**config.mk**
```make
export PLATFORM = sky130hd
export DESIGN_NAME = ppm_frame_encoder
export DESIGN_NICKNAME = d
export VERILOG_FILES = /design/src/rtl/ppmfe_pkg.sv /design/src/rtl/ppm_frame_encoder.sv
export SDC_FILE = /design/constraint.sdc
export NUM_CORES = 1
export LEC_CHECK = 0
export BUFFER_PORTS_ARGS = -buffer_cell sky130_fd_sc_hd__buf_2
export CAP_MARGIN = 15
export CORE_UTILIZATION = 43
export CTS_BUF_LIST = sky130_fd_sc_hd__clkbuf_2 sky130_fd_sc_hd__clkbuf_4 sky130_fd_sc_hd__clkbuf_8
export DETAILED_ROUTE_END_ITERATION = 16
export GPL_TIMING_DRIVEN = 0
export PLACE_DENSITY = 0.62
export SETUP_SLACK_MARGIN = 0.15
export SLEW_MARGIN = 10
export SYNTH_ARGS = -nofsm -noshare
export SYNTH_HDL_FRONTEND = slang
export SYNTH_SLANG_ARGS = --single-unit
```
**constraint.sdc**
```tcl
create_clock -name aclk -period 7.2 [get_ports aclk]
set_input_delay 0.72 -clock aclk [delete_from_list [all_inputs] [get_ports aclk]]
set_output_delay 0.72 -clock aclk [all_outputs]
set_load 0.02 [all_outputs]
```
**src/rtl/ppmfe_pkg.sv**
```systemverilog
`timescale 1ns / 1ps
`default_nettype none
// ----------------------------------------------------------------------------
// ppmfe_pkg
// Types and constants shared by the PPM frame encoder.
// ----------------------------------------------------------------------------
package ppmfe_pkg;

    localparam int DEFAULT_MAX_CHANNELS = 16;

    // Timing constants, all in 0.5 us ticks.
    localparam int CENTER_TICKS     = 2400;
    localparam int RANGE_NORMAL     = 1024;
    localparam int RANGE_EXTENDED   = 1280;
    localparam int BASE_FRAME       = 45000;
    localparam int PER_CHANNEL_LONG = 3440;
    localparam int LONG_FRAME_PAD   = 8000;
    localparam int MARK_OFFSET      = 600;
    localparam int FRAME_STEP       = 1000;
    localparam int GAP_BASE2        = 600;   // gap base of 300 us, doubled
    localparam int GAP_STEP2        = 100;   // gap step of 50 us, doubled

    // Widths that follow from the value ranges.
    localparam int CH_W     = 12;   // channel value
    localparam int VAL_W    = 12;   // centered value, 1120..3680
    localparam int Q_W      = 11;   // gap length, 200..1600
    localparam int P_W      = 5;    // channel count, 4..16
    localparam int REM_W    = 17;   // frame remainder, at most 88640
    localparam int DUR_W    = 16;   // segment duration
    localparam int CFG_W    = 6;    // widest configuration register
    localparam int CFG_A_W  = 2;
    localparam int S_DATA_W = 16;

    typedef enum logic [CFG_A_W-1:0] {
        CFG_EXTENDED_RANGE = 2'd0,
        CFG_EXTRA_PAIRS    = 2'd1,
        CFG_GAP_SETTING    = 2'd2,
        CFG_FRAME_ADJUST   = 2'd3
    } cfg_addr_t;

    // Beat position within one item's results.
    typedef enum logic [1:0] {
        BEAT_GAP   = 2'd0,
        BEAT_MARK  = 2'd1,
        BEAT_FGAP  = 2'd2,
        BEAT_SYNC  = 2'd3
    } beat_t;

endpackage : ppmfe_pkg
`default_nettype wire

```
**src/rtl/ppm_frame_encoder.sv**
```systemverilog
`timescale 1ns / 1ps
`default_nettype none
// ----------------------------------------------------------------------------
// ppm_frame_encoder
// Turns a stream of signed channel values into PPM pulse segments in ticks.
//
//   Channel   Dir  Beat content
//   s_axis    in   tdata[11:0] channel_value (signed)
//   m_axis    out  tdata duration_ticks, tuser is_gap, tlast frame_last
//   cfg       in   cfg_addr selects the register, cfg_wdata is the value
//
// An input beat is registered, then turned into its segments and loaded
// into the result register. Each item yields two output beats, or four on
// the last channel of a frame; while m_tready stays high, a waiting item
// is loaded in the same cycle that the last beat of the one before is taken.
// Reset is synchronous and active low; it clears the control and
// configuration registers, and s_tready stays low while it is asserted.
// A stall on m_axis holds the current beat and, once the input register is
// full, drops s_tready.
// ----------------------------------------------------------------------------
module ppm_frame_encoder #(
    parameter int MAX_CHANNELS = ppmfe_pkg::DEFAULT_MAX_CHANNELS
) (
    input  wire logic                               aclk,
    input  wire logic                               aresetn,

    input  wire logic                               s_tvalid,
    output      logic                               s_tready,
    input  wire logic [ppmfe_pkg::S_DATA_W-1:0]     s_tdata,  // [11:0] channel_value

    output      logic                               m_tvalid,
    input  wire logic                               m_tready,
    output      logic [ppmfe_pkg::DUR_W-1:0]        m_tdata,  // [15:0] duration_ticks
    output      logic                               m_tuser,  // [0] is_gap
    output      logic                               m_tlast,

    input  wire logic                               cfg_wr_en,
    input  wire logic [ppmfe_pkg::CFG_A_W-1:0]      cfg_addr,
    input  wire logic [ppmfe_pkg::CFG_W-1:0]        cfg_wdata
);

    localparam int IDX_W = $clog2(MAX_CHANNELS);
    localparam int P_W   = ppmfe_pkg::P_W;
    localparam int Q_W   = ppmfe_pkg::Q_W;
    localparam int REM_W = ppmfe_pkg::REM_W;
    localparam int VAL_W = ppmfe_pkg::VAL_W;
    localparam int DUR_W = ppmfe_pkg::DUR_W;
    localparam int CH_W  = ppmfe_pkg::CH_W;

    // Configuration registers.
    logic               cfg_ext_reg;
    logic [3:0]         cfg_pairs_reg;
    logic [4:0]         cfg_gap_reg;
    logic [5:0]         cfg_fla_reg;

    always_ff @(posedge aclk) begin
        if (!aresetn) begin
            cfg_ext_reg   <= 1'b0;
            cfg_pairs_reg <= '0;
            cfg_gap_reg   <= '0;
            cfg_fla_reg   <= '0;
        end else if (cfg_wr_en) begin
            unique case (ppmfe_pkg::cfg_addr_t'(cfg_addr))
                ppmfe_pkg::CFG_EXTENDED_RANGE: cfg_ext_reg   <= cfg_wdata[0];
                ppmfe_pkg::CFG_EXTRA_PAIRS:    cfg_pairs_reg <= cfg_wdata[3:0];
                ppmfe_pkg::CFG_GAP_SETTING:    cfg_gap_reg   <= cfg_wdata[4:0];
                ppmfe_pkg::CFG_FRAME_ADJUST:   cfg_fla_reg   <= cfg_wdata[5:0];
                default: ;
            endcase
        end
    end

    // Frame parameters derived from the configuration, registered once.
    logic signed [3:0]  pairs_c;
    logic signed [4:0]  gs_c;
    logic signed [5:0]  fla_c;
    logic signed [5:0]  p_wide;
    logic [P_W-1:0]     p_raw;
    logic [P_W-1:0]     p_next;
    logic signed [11:0] q_wide;
    logic [Q_W-1:0]     q_next;
    logic signed [16:0] fla_ticks;
    logic signed [17:0] short_load;
    logic [12:0]        per_chan;
    logic [17:0]        long_prod;
    logic [17:0]        long_load;
    logic [REM_W-1:0]   load_next;

    logic [P_W-1:0]     p_reg;
    logic [Q_W-1:0]     q_reg;
    logic [REM_W-1:0]   load_reg;

    always_comb begin
        pairs_c = $signed(cfg_pairs_reg);
        if (pairs_c < -4'sd2) begin
            pairs_c = -4'sd2;
        end else if (pairs_c > 4'sd4) begin
            pairs_c = 4'sd4;
        end
        p_wide = 6'sd8 + $signed({pairs_c[3], pairs_c, 1'b0});
        p_raw  = p_wide[P_W-1:0];
        p_next = (p_raw > P_W'(MAX_CHANNELS)) ? P_W'(MAX_CHANNELS) : p_raw;

        gs_c = $signed(cfg_gap_reg);
        if (gs_c < -5'sd4) begin
            gs_c = -5'sd4;
        end else if (gs_c > 5'sd10) begin
            gs_c = 5'sd10;
        end
        q_wide = $signed({{7{gs_c[4]}}, gs_c}) * 12'(ppmfe_pkg::GAP_STEP2)
                 + 12'(ppmfe_pkg::GAP_BASE2);
        q_next = q_wide[Q_W-1:0];

        fla_c = $signed(cfg_fla_reg);
        if (fla_c < -6'sd20) begin
            fla_c = -6'sd20;
        end else if (fla_c > 6'sd20) begin
            fla_c = 6'sd20;
        end
        fla_ticks  = $signed({{11{fla_c[5]}}, fla_c}) * 17'(ppmfe_pkg::FRAME_STEP);
        short_load = 18'(ppmfe_pkg::BASE_FRAME) - 18'(q_next)
                     + $signed({fla_ticks[16], fla_ticks});

        per_chan  = 13'(ppmfe_pkg::PER_CHANNEL_LONG) + 13'(q_next);
        long_prod = 18'(p_next) * 18'(per_chan);
        long_load = long_prod + 18'(ppmfe_pkg::LONG_FRAME_PAD);

        // Both load values are positive over the whole clamped range.
        load_next = (p_next > P_W'(9)) ? long_load[REM_W-1:0] : short_load[REM_W-1:0];
    end

    always_ff @(posedge aclk) begin
        p_reg    <= p_next;
        q_reg    <= q_next;
        load_reg <= load_next;
    end

    // Input register.
    logic                   in_valid_reg;
    logic signed [CH_W-1:0] in_value_reg;
    logic                   load_res;
    logic                   res_done;

    assign s_tready = aresetn && (!in_valid_reg || load_res);

    always_ff @(posedge aclk) begin
        if (!aresetn) begin
            in_valid_reg <= 1'b0;
        end else if (s_tready) begin
            in_valid_reg <= s_tvalid;
        end
    end

    always_ff @(posedge aclk) begin
        if (s_tready && s_tvalid) begin
            in_value_reg <= $signed(s_tdata[CH_W-1:0]);
        end
    end

    // Segment computation for the item in the input register.
    logic [IDX_W-1:0]       idx_reg;
    logic [REM_W-1:0]       rem_reg;
    logic signed [CH_W-1:0] rng;
    logic signed [CH_W-1:0] ch_c;
    logic [12:0]            v_sum;
    logic [VAL_W-1:0]       v;
    logic [12:0]            mark_sum;
    logic [12:0]            vq;
    logic [REM_W-1:0]       rem_base;
    logic [REM_W:0]         diff;
    logic [REM_W-1:0]       rem_next;
    logic [DUR_W-1:0]       sync_next;
    logic                   last_next;

    always_comb begin
        rng  = cfg_ext_reg ? CH_W'(ppmfe_pkg::RANGE_EXTENDED) : CH_W'(ppmfe_pkg::RANGE_NORMAL);
        ch_c = in_value_reg;
        if (ch_c < -rng) begin
            ch_c = -rng;
        end else if (ch_c > rng) begin
            ch_c = rng;
        end
        v_sum    = {ch_c[CH_W-1], ch_c} + 13'(ppmfe_pkg::CENTER_TICKS);
        v        = v_sum[VAL_W-1:0];
        mark_sum = 13'(v) + 13'(ppmfe_pkg::MARK_OFFSET) - 13'(q_reg);
        vq       = 13'(v) + 13'(q_reg);

        rem_base = (idx_reg == '0) ? load_reg : rem_reg;
        diff     = {1'b0, rem_base} - (REM_W+1)'(vq);
        rem_next = diff[REM_W] ? '0 : diff[REM_W-1:0];
        sync_next = (rem_next[REM_W-1:DUR_W] != '0) ? '1 : rem_next[DUR_W-1:0];

        last_next = (P_W'(idx_reg) + P_W'(1)) >= p_reg;
    end

    // Result register, drained one beat per cycle while m_tready is high.
    logic                   res_valid_reg;
    logic                   res_long_reg;
    logic [1:0]             ptr_reg;
    logic [Q_W-1:0]         res_q_reg;
    logic [VAL_W-1:0]       res_mark_reg;
    logic [DUR_W-1:0]       res_sync_reg;

    assign res_done = res_valid_reg && m_tready
                      && (ptr_reg == (res_long_reg ? 2'(ppmfe_pkg::BEAT_SYNC)
                                                   : 2'(ppmfe_pkg::BEAT_MARK)));
    assign load_res = in_valid_reg && (!res_valid_reg || res_done);

    always_ff @(posedge aclk) begin
        if (!aresetn) begin
            res_valid_reg <= 1'b0;
            res_long_reg  <= 1'b0;
            ptr_reg       <= '0;
            idx_reg       <= '0;
            rem_reg       <= '0;
        end else begin
            if (load_res) begin
                res_valid_reg <= 1'b1;
                res_long_reg  <= last_next;
                ptr_reg       <= '0;
                rem_reg       <= rem_next;
                idx_reg       <= last_next ? '0 : idx_reg + IDX_W'(1);
            end else if (res_done) begin
                res_valid_reg <= 1'b0;
            end else if (res_valid_reg && m_tready) begin
                ptr_reg <= ptr_reg + 2'd1;
            end
        end
    end

    always_ff @(posedge aclk) begin
        if (load_res) begin
            res_q_reg    <= q_reg;
            res_mark_reg <= mark_sum[VAL_W-1:0];
            res_sync_reg <= sync_next;
        end
    end

    assign m_tvalid = res_valid_reg;

    always_comb begin
        unique case (ppmfe_pkg::beat_t'(ptr_reg))
            ppmfe_pkg::BEAT_GAP: begin
                m_tdata = DUR_W'(res_q_reg);
                m_tuser = 1'b1;
                m_tlast = 1'b0;
            end
            ppmfe_pkg::BEAT_MARK: begin
                m_tdata = DUR_W'(res_mark_reg);
                m_tuser = 1'b0;
                m_tlast = 1'b0;
            end
            ppmfe_pkg::BEAT_FGAP: begin
                m_tdata = DUR_W'(res_q_reg);
                m_tuser = 1'b1;
                m_tlast = 1'b0;
            end
            ppmfe_pkg::BEAT_SYNC: begin
                m_tdata = res_sync_reg;
                m_tuser = 1'b0;
                m_tlast = 1'b1;
            end
            default: begin
                m_tdata = '0;
                m_tuser = 1'b0;
                m_tlast = 1'b0;
            end
        endcase
    end

    // A computed item shows up at the output on its first beat.
    a_load_shows: assert property (@(posedge aclk) disable iff (!aresetn)
        load_res |=> (m_tvalid && ptr_reg == 2'(ppmfe_pkg::BEAT_GAP)))
        else $error("loaded item did not start at its first beat");

    // Within a frame the remainder only shrinks.
    a_rem_falls: assert property (@(posedge aclk) disable iff (!aresetn)
        (load_res && idx_reg != '0) |=> (rem_reg <= $past(rem_reg)))
        else $error("frame remainder grew within a frame");

    // Closing a frame restarts the channel count.
    a_frame_wrap: assert property (@(posedge aclk) disable iff (!aresetn)
        (load_res && last_next) |=> (idx_reg == '0 && res_long_reg))
        else $error("channel index not cleared after frame close");

endmodule : ppm_frame_encoder
`default_nettype wire

```
# --- Word-level counts from Yosys, hierarchy flattened ---
# Index checks and enable logic that the tools add are counted.
totals:
  regBits: 126
  elab_cells: 97
op_classes:
  addsub: 15
  multipliers: 3
  n_lt_le_gt_ge: 11
  n_eq_ne: 7
  mux: 20
  n_bitwise: 2
  n_reduce_logical: 22
ops:
  columns: ["operator", "n"]
  rows:
  - ["two-way mux 17 bit", 3]
  - ["case mux 16 bit (3 select lines)", 1]
  - ["two-way mux 12 bit", 2]
  - ["subtractor 17 x 13 -> 18 bit", 1]
  - ["adder 17 x 13 -> 17 bit, second input constant", 1]
  - ["adder 17 bit", 1]
  - ["multiplier 5 x 13 -> 17 bit", 1]
  - ["subtractor 16 x 11 -> 17 bit, first input constant", 1]
  - ["two-way mux 5 bit", 3]
  - ["multiplier 6 x 8 -> 14 bit, second input constant", 1]
  - ["adder 12 x 11 -> 13 bit", 1]
  - ["adder 12 x 11 -> 13 bit, first input constant", 1]
  - ["adder 12 x 10 -> 12 bit, second input constant", 1]
  - ["adder 12 bit, second input constant", 1]
  - ["greater-than comparator 12 bit", 1]
  - ["less-than comparator 12 bit", 1]
  - ["two-way mux 4 bit", 3]
  - ["two-way mux 6 bit", 2]
  - ["negator 11 -> 12 bit", 1]
  - ["subtractor 12 x 11 -> 12 bit", 1]
  - ["adder 11 bit, second input constant", 1]
  - ["greater-than comparator 5 bit, second input constant", 2]
  - ["AND reduction 2 bit", 5]
  - ["multiplier 5 x 6 -> 9 bit, second input constant", 1]
  - ["27 further kinds", 43]

# --- Longest topological paths before layout ---
depth:
  ltp_word: 9
  depth_mapped: 28

# --- Worst setup path before layout ---
# No wires, ideal clock.
synth_path:
  path_type: "reg2reg"
  start: "register cfg_gap_reg[4]"
  end: "register load_reg[16]"
  t_arrival_ns: 6.341
  setup_slack_ns: 0.732
  path_stages_with_launch: 25
  n_path_buf: 1
  period_less_slack_ns: 6.468
  cell_sequence: "dfxtp_1 > buf_6 > a21bo_2 > a21oi_1 > inv_1 > ha_1 > ha_1 > ha_1 > fa_1 > nand2_1 > o21bai_1 > xnor2_1 > a21boi_1 > xor2_1 > nor2_1 > fa_1 > fa_1 > inv_1 > fa_1 > inv_1 > ha_1 > o41ai_1 > o21ai_0 > xnor2_1 > mux2i_1"
synth_between:
  elab_chain_len: 9
  word_cells_on_any_way: 12
  classes_between: "5 x add/sub; 2 x mul; 2 x order compare; 3 x mux"
synth_rtl:
  columns: ["element", "line", "rtl"]
  rows:
  - ["start, declared", "ppm_frame_encoder.sv:53", "logic [4:0] cfg_gap_reg;"]
  - ["start signal, assigned", "ppm_frame_encoder.sv:66", "ppmfe_pkg::CFG_GAP_SETTING: cfg_gap_reg <= cfg_wdata[4:0];"]
  - ["greater-than comparator 5 bit", "ppm_frame_encoder.sv:107", "end else if (gs_c > 5'sd10) begin"]
  - ["two-way mux 5 bit", "ppm_frame_encoder.sv:107", null]
  - ["two-way mux 5 bit (*)", "ppm_frame_encoder.sv:105", "if (gs_c < -5'sd4) begin"]
  - ["multiplier 5 x 6 -> 9 bit (*)", "ppm_frame_encoder.sv:110", "q_wide = $signed({{7{gs_c[4]}}, gs_c}) * 12'(ppmfe_pkg::GAP_STEP2)"]
  - ["adder 11 bit (*)", "ppm_frame_encoder.sv:111", "+ 12'(ppmfe_pkg::GAP_BASE2);"]
  - ["adder 12 x 11 -> 13 bit (*)", "ppm_frame_encoder.sv:124", "per_chan = 13'(ppmfe_pkg::PER_CHANNEL_LONG) + 13'(q_next);"]
  - ["named net per_chan[3]", "ppm_frame_encoder.sv:84", "logic [12:0] per_chan;"]
  - ["multiplier 5 x 13 -> 17 bit (*)", "ppm_frame_encoder.sv:125", "long_prod = 18'(p_next) * 18'(per_chan);"]
  - ["adder 17 x 13 -> 17 bit (*)", "ppm_frame_encoder.sv:126", "long_load = long_prod + 18'(ppmfe_pkg::LONG_FRAME_PAD);"]
  - ["two-way mux 17 bit (*)", "ppm_frame_encoder.sv:129", "load_next = (p_next > P_W'(9)) ? long_load[REM_W-1:0] : short_load[REM_W-1:0];"]
  - ["named net load_next[16]", "ppm_frame_encoder.sv:87", "logic [REM_W-1:0] load_next;"]
  - ["end signal, assigned", "ppm_frame_encoder.sv:135", "load_reg <= load_next;"]
  - ["end, declared", "ppm_frame_encoder.sv:91", "logic [REM_W-1:0] load_reg;"]
# Mark *: on every way through the listed nets, which the timed path passes. The rest lies on a longest branch.
# A chain may end at the register's enable or synchronous reset.

# --- Worst setup path after layout ---
layout_path:
  start: "register cfg_gap_reg[4]"
  end: "register load_reg[15]"
# The elaborated chain is that of the path after synthesis.

==> results.md <==
- Dominant combinational cell family by area after synthesis: adder cells
- Largest net degree at the start of global routing: between 40 and 50
- Synth async-reset ratio: 0%
- Fmax: roughly 150 MHz
- Critical path's largest stage delay: 0.52 ns
- Largest register FFs: 17
- Drt total wl: approximately 22000 um
- Final min period: between 6 and 7 ns
- Port Buffer Count: 44
- Vias in the first global route: slightly above 7000
- Final setup skew: 0.02125 ns
- FF-to-FF Start: cfg_gap_reg[4]$_SDFFE_PN0P_
- Worst Path Max Fanout: 10
- Slew HR: between 40% and 50%
- Maximum Capacitance Violations: 0
- Layout cell share with drive strength beyond 1: approximately a tenth
- Final setup vio count: 0
- Worst-Skew Late Latency: 0.43 ns
- XOR/XNOR share of the synthesized area: roughly 6.6%
- Post-synth EDFFs: 49
- Final worst slack: around 0.53 ns
- Adder-cell area share of the yosys netlist: 26.29%
- Die Wd: ~150 um
- CTS root buf: clkbuf_8
- Syn Area/Cell: just over 9 um2
- # DRC: 0
- HP Class: in -> reg
- TritonCTS clock tree: yes
- Antenna diode count: 0
- Pre-CTS setup slack: -0.5823 ns
- Wire per inst: 15.18 um
- Antenna viol nets, final: 0
- CP arrival: just over 7 ns
- Leak: between 5 and 6 nW
- RSZ-0062 raised after global routing: no
- Main synth FF type: dfxtp_1
- Total power: 0.003411 W
- Register Area: about 0.0029 mm2
- Fin crit share: 92.67%
- Dpl hpwl: about 18000 um
- Die H: ~150 um
- Nature of the critical path endpoint: register
- Outcome: finished, final reports clean
- Pins Over Slew Limit: 0
- Drt pass-1 iters: 5
- Bufs on Longest Clock Path: 2
- Starting DRT DRC Count: about 420
- CP Class: reg -> reg
- Core box area: approximately 0.023 mm2
- Mapped cell area: approximately 0.0099 mm2
- Yosys warnings: 0
- Reg clk slew, reported paths: ~0.08 ns
- Clock Sinks: between 100 and 150
- Critical Path Start Type: register
- Worst Path Required: about 7.6 ns
- Post-synthesis simple-gate area fraction: around 15%
- PD cells: about 310 mW/mm2
- Final hold violation count: 0
- Top Family by Delay on Critical Path: adder cells
- DR vias/cell: just over 5
- Number of antenna violations at the first check in global routing: 0
- CTS Buf Count: 17
- RD Place Congestion: roughly 0.84
- Post-Syn Instances: approximately 1100
- Cell variety after synth: 69
- Crit path buffers/inverters: 5
- H-tree Lvls: 4
- Mux cell area share after synthesis: 3.064%
- Aggregate global-route resource usage: 19.24%
- Cell Rows: 55
- Worst slew pin tran: roughly 0.82 ns
- Area growth, synth to finish: 11.03%
- Footprint of the multi-input gates: around 0.0064 mm2
- Final Net Count: 1375
- Grt ovf: 0
- Slowest cell on the critical path: fa_1
- Cell mode on critical path: ha_1
- Mapped Nets: 1304
- Flops & latches, synth: between 100 and 150
- Sequential area share after synthesis: a little under 30%
- Crit. Startpoint: cfg_gap_reg[4]$_SDFFE_PN0P_
- Max rail drop VDD: between 0.00015 and 0.0002 V
- Via count: between 7000 and 8000
- # fillers: ~2200
- First-pass GRT wire length: around 36000 um
- Min-delay src: s_tdata[2]
- Synth Area in Compound Gates: a little over an eighth
- Die area: approximately 0.024 mm2
- IO Count: about 50
- Starting Density: a little over two fifths
## cells in the mapped netlist (6+ instances only)
cell type  instances  area share [%]
edfxtp_1          49              15
clkbuf_1          24            0.91
ha_1             142              18
a21o_1            13            0.99
o21ai_0           43             2.2
nor3_1            23             1.2
and2_1            12            0.76
mux2i_1           28             2.8
nand2b_1          12            0.76
nand3_1           16            0.81
a211oi_1           9            0.68
dfxtp_1           70              14
xnor2_1           44             3.9
a22oi_1            9            0.68
o21bai_1           6            0.46
nand2_1           91             3.5
or2_2              6            0.38
o21ai_1            7            0.35
inv_1            151             5.7
nor2b_1           35             2.2
a21oi_1           75             3.8
nor2_1            69             2.6
xor2_1            30             2.7
fa_1              41             8.3
a31oi_1            7            0.44
## final cells by class
class | instances | share of cell area (%)
timing repair buffer | 52 | 2.554
inverter | 153 | 5.234
multi-input combinational | 789 | 58.09
clock buffer | 18 | 2.178
buffer | 31 | 1.175
clock inverter | 14 | 1.334
sequential | 119 | 26.18
tap | 285 | 3.250
## cell families (layout without fill, tap and decap cells)
group	count (synthesis)	after routing
simple gates	293	293
buf+inv	184	268
xor+xnor	74	74
fa+ha+maj	183	183
flops	119	119
mux	30	30
compound gates	209	209
## timing repair
| item | CTS | global route |
|---|---|---|
| setup endpoints to repair | 4 | 4 |
| gates resized for setup | 4 | 6 |
| pin swaps | 1 | 2 |
| buffers inserted | 1 | 7 |
| hold buffers | 0 | 0 |
## metal layers
| metal | up-vias | share of wire, % | track usage [%] |
|---|---|---|---|
| met5 | - | 0 | 0 |
| met4 | 0 | 2.1 | 6.286 |
| met3 | 32 | 3.0 | 2.903 |
| met2 | 128 | 48 | 32.99 |
| met1 | 3497 | 47 | 24.75 |
| li1 | 3837 | - | - |
## worst reg2reg max path: stages (launching register included)
cell and delay [ns]:
dfxtp_1 0.33, buf_6 0.13, inv_1 0.09, and3_2 0.24, a21oi_4 0.18, inv_1 0.12, ha_1 0.32, ha_1 0.32
ha_1 0.23, fa_1 0.38, xnor2_1 0.30, o21ai_0 0.22, xnor2_2 0.49, xor2_2 0.29, nor2_1 0.08, ha_1 0.32
fa_1 0.49, inv_1 0.06, fa_1 0.52, inv_1 0.04, ha_1 0.24, or4_1 0.48, a21oi_1 0.15, nor3_1 0.11
a31oi_1 0.20, xnor2_1 0.14, nor2_1 0.05, a21oi_1 0.12
## final timing paths
check	end	slack (ns)	cells past startpoint
setup / recovery	load_reg[15]$_DFF_P_	0.53	27
hold / removal	in_value_reg[2]$_DFFE_PP_	0.46	1
setup reg to reg	load_reg[15]$_DFF_P_	0.53	27
hold reg to reg	res_q_reg[9]$_DFFE_PP_	0.50	0
## power by group
| group | total [W] | internal, W | switching (W) | leakage (nW) |
|---|---|---|---|---|
| Combinational | 0.00186 | 0.000757 | 0.00111 | 4.11 |
| Clock | 0.000600 | 0.000311 | 0.000289 | 0.197 |
| Sequential | 0.000946 | 0.000886 | 0.0000600 | 1.03 |
| Total | 0.00341 | 0.00195 | 0.00146 | 5.33 |
## placed cells by master, fill, tap and decap left out, drive strengths merged, types with 5 or more instances in the layout
master / n
inv: 156
ha: 142
nand2: 91
a21oi: 75
dfxtp: 70
nor2: 69
buf: 59
o21ai: 52
edfxtp: 49
xnor2: 44
clkbuf: 42
fa: 41
nor2b: 35
xor2: 30
mux2i: 28
nor3: 23
nand3: 16
a21o: 14
nand2b: 12
and2: 12
a211oi: 10
a22oi: 9
a31oi: 7
clkinv: 7
o21bai: 6
or2: 6
and3: 5
## stage by stage
| stage | util, % | hold WS (ns) | instance area (um2) | TNS [ns] | cells |
|---|---|---|---|---|---|
| after global placement | 46.34 | 0.4849 | 10460 | -1.264 | 1421 |
| final | 48.61 | 0.4557 | 10970 | 0 | 1461 |
| after CTS | 48.19 | 0.4343 | 10880 | 0 | 1454 |
| after floorplan | - | 0.4082 | 9882 | 0 | 1092 |
| after global routing | 48.61 | 0.4259 | 10970 | 0 | 1461 |
| after detailed placement | 46.34 | 0.4903 | 10460 | -1.602 | 1421 |
(Power assumes the default switching activity.)
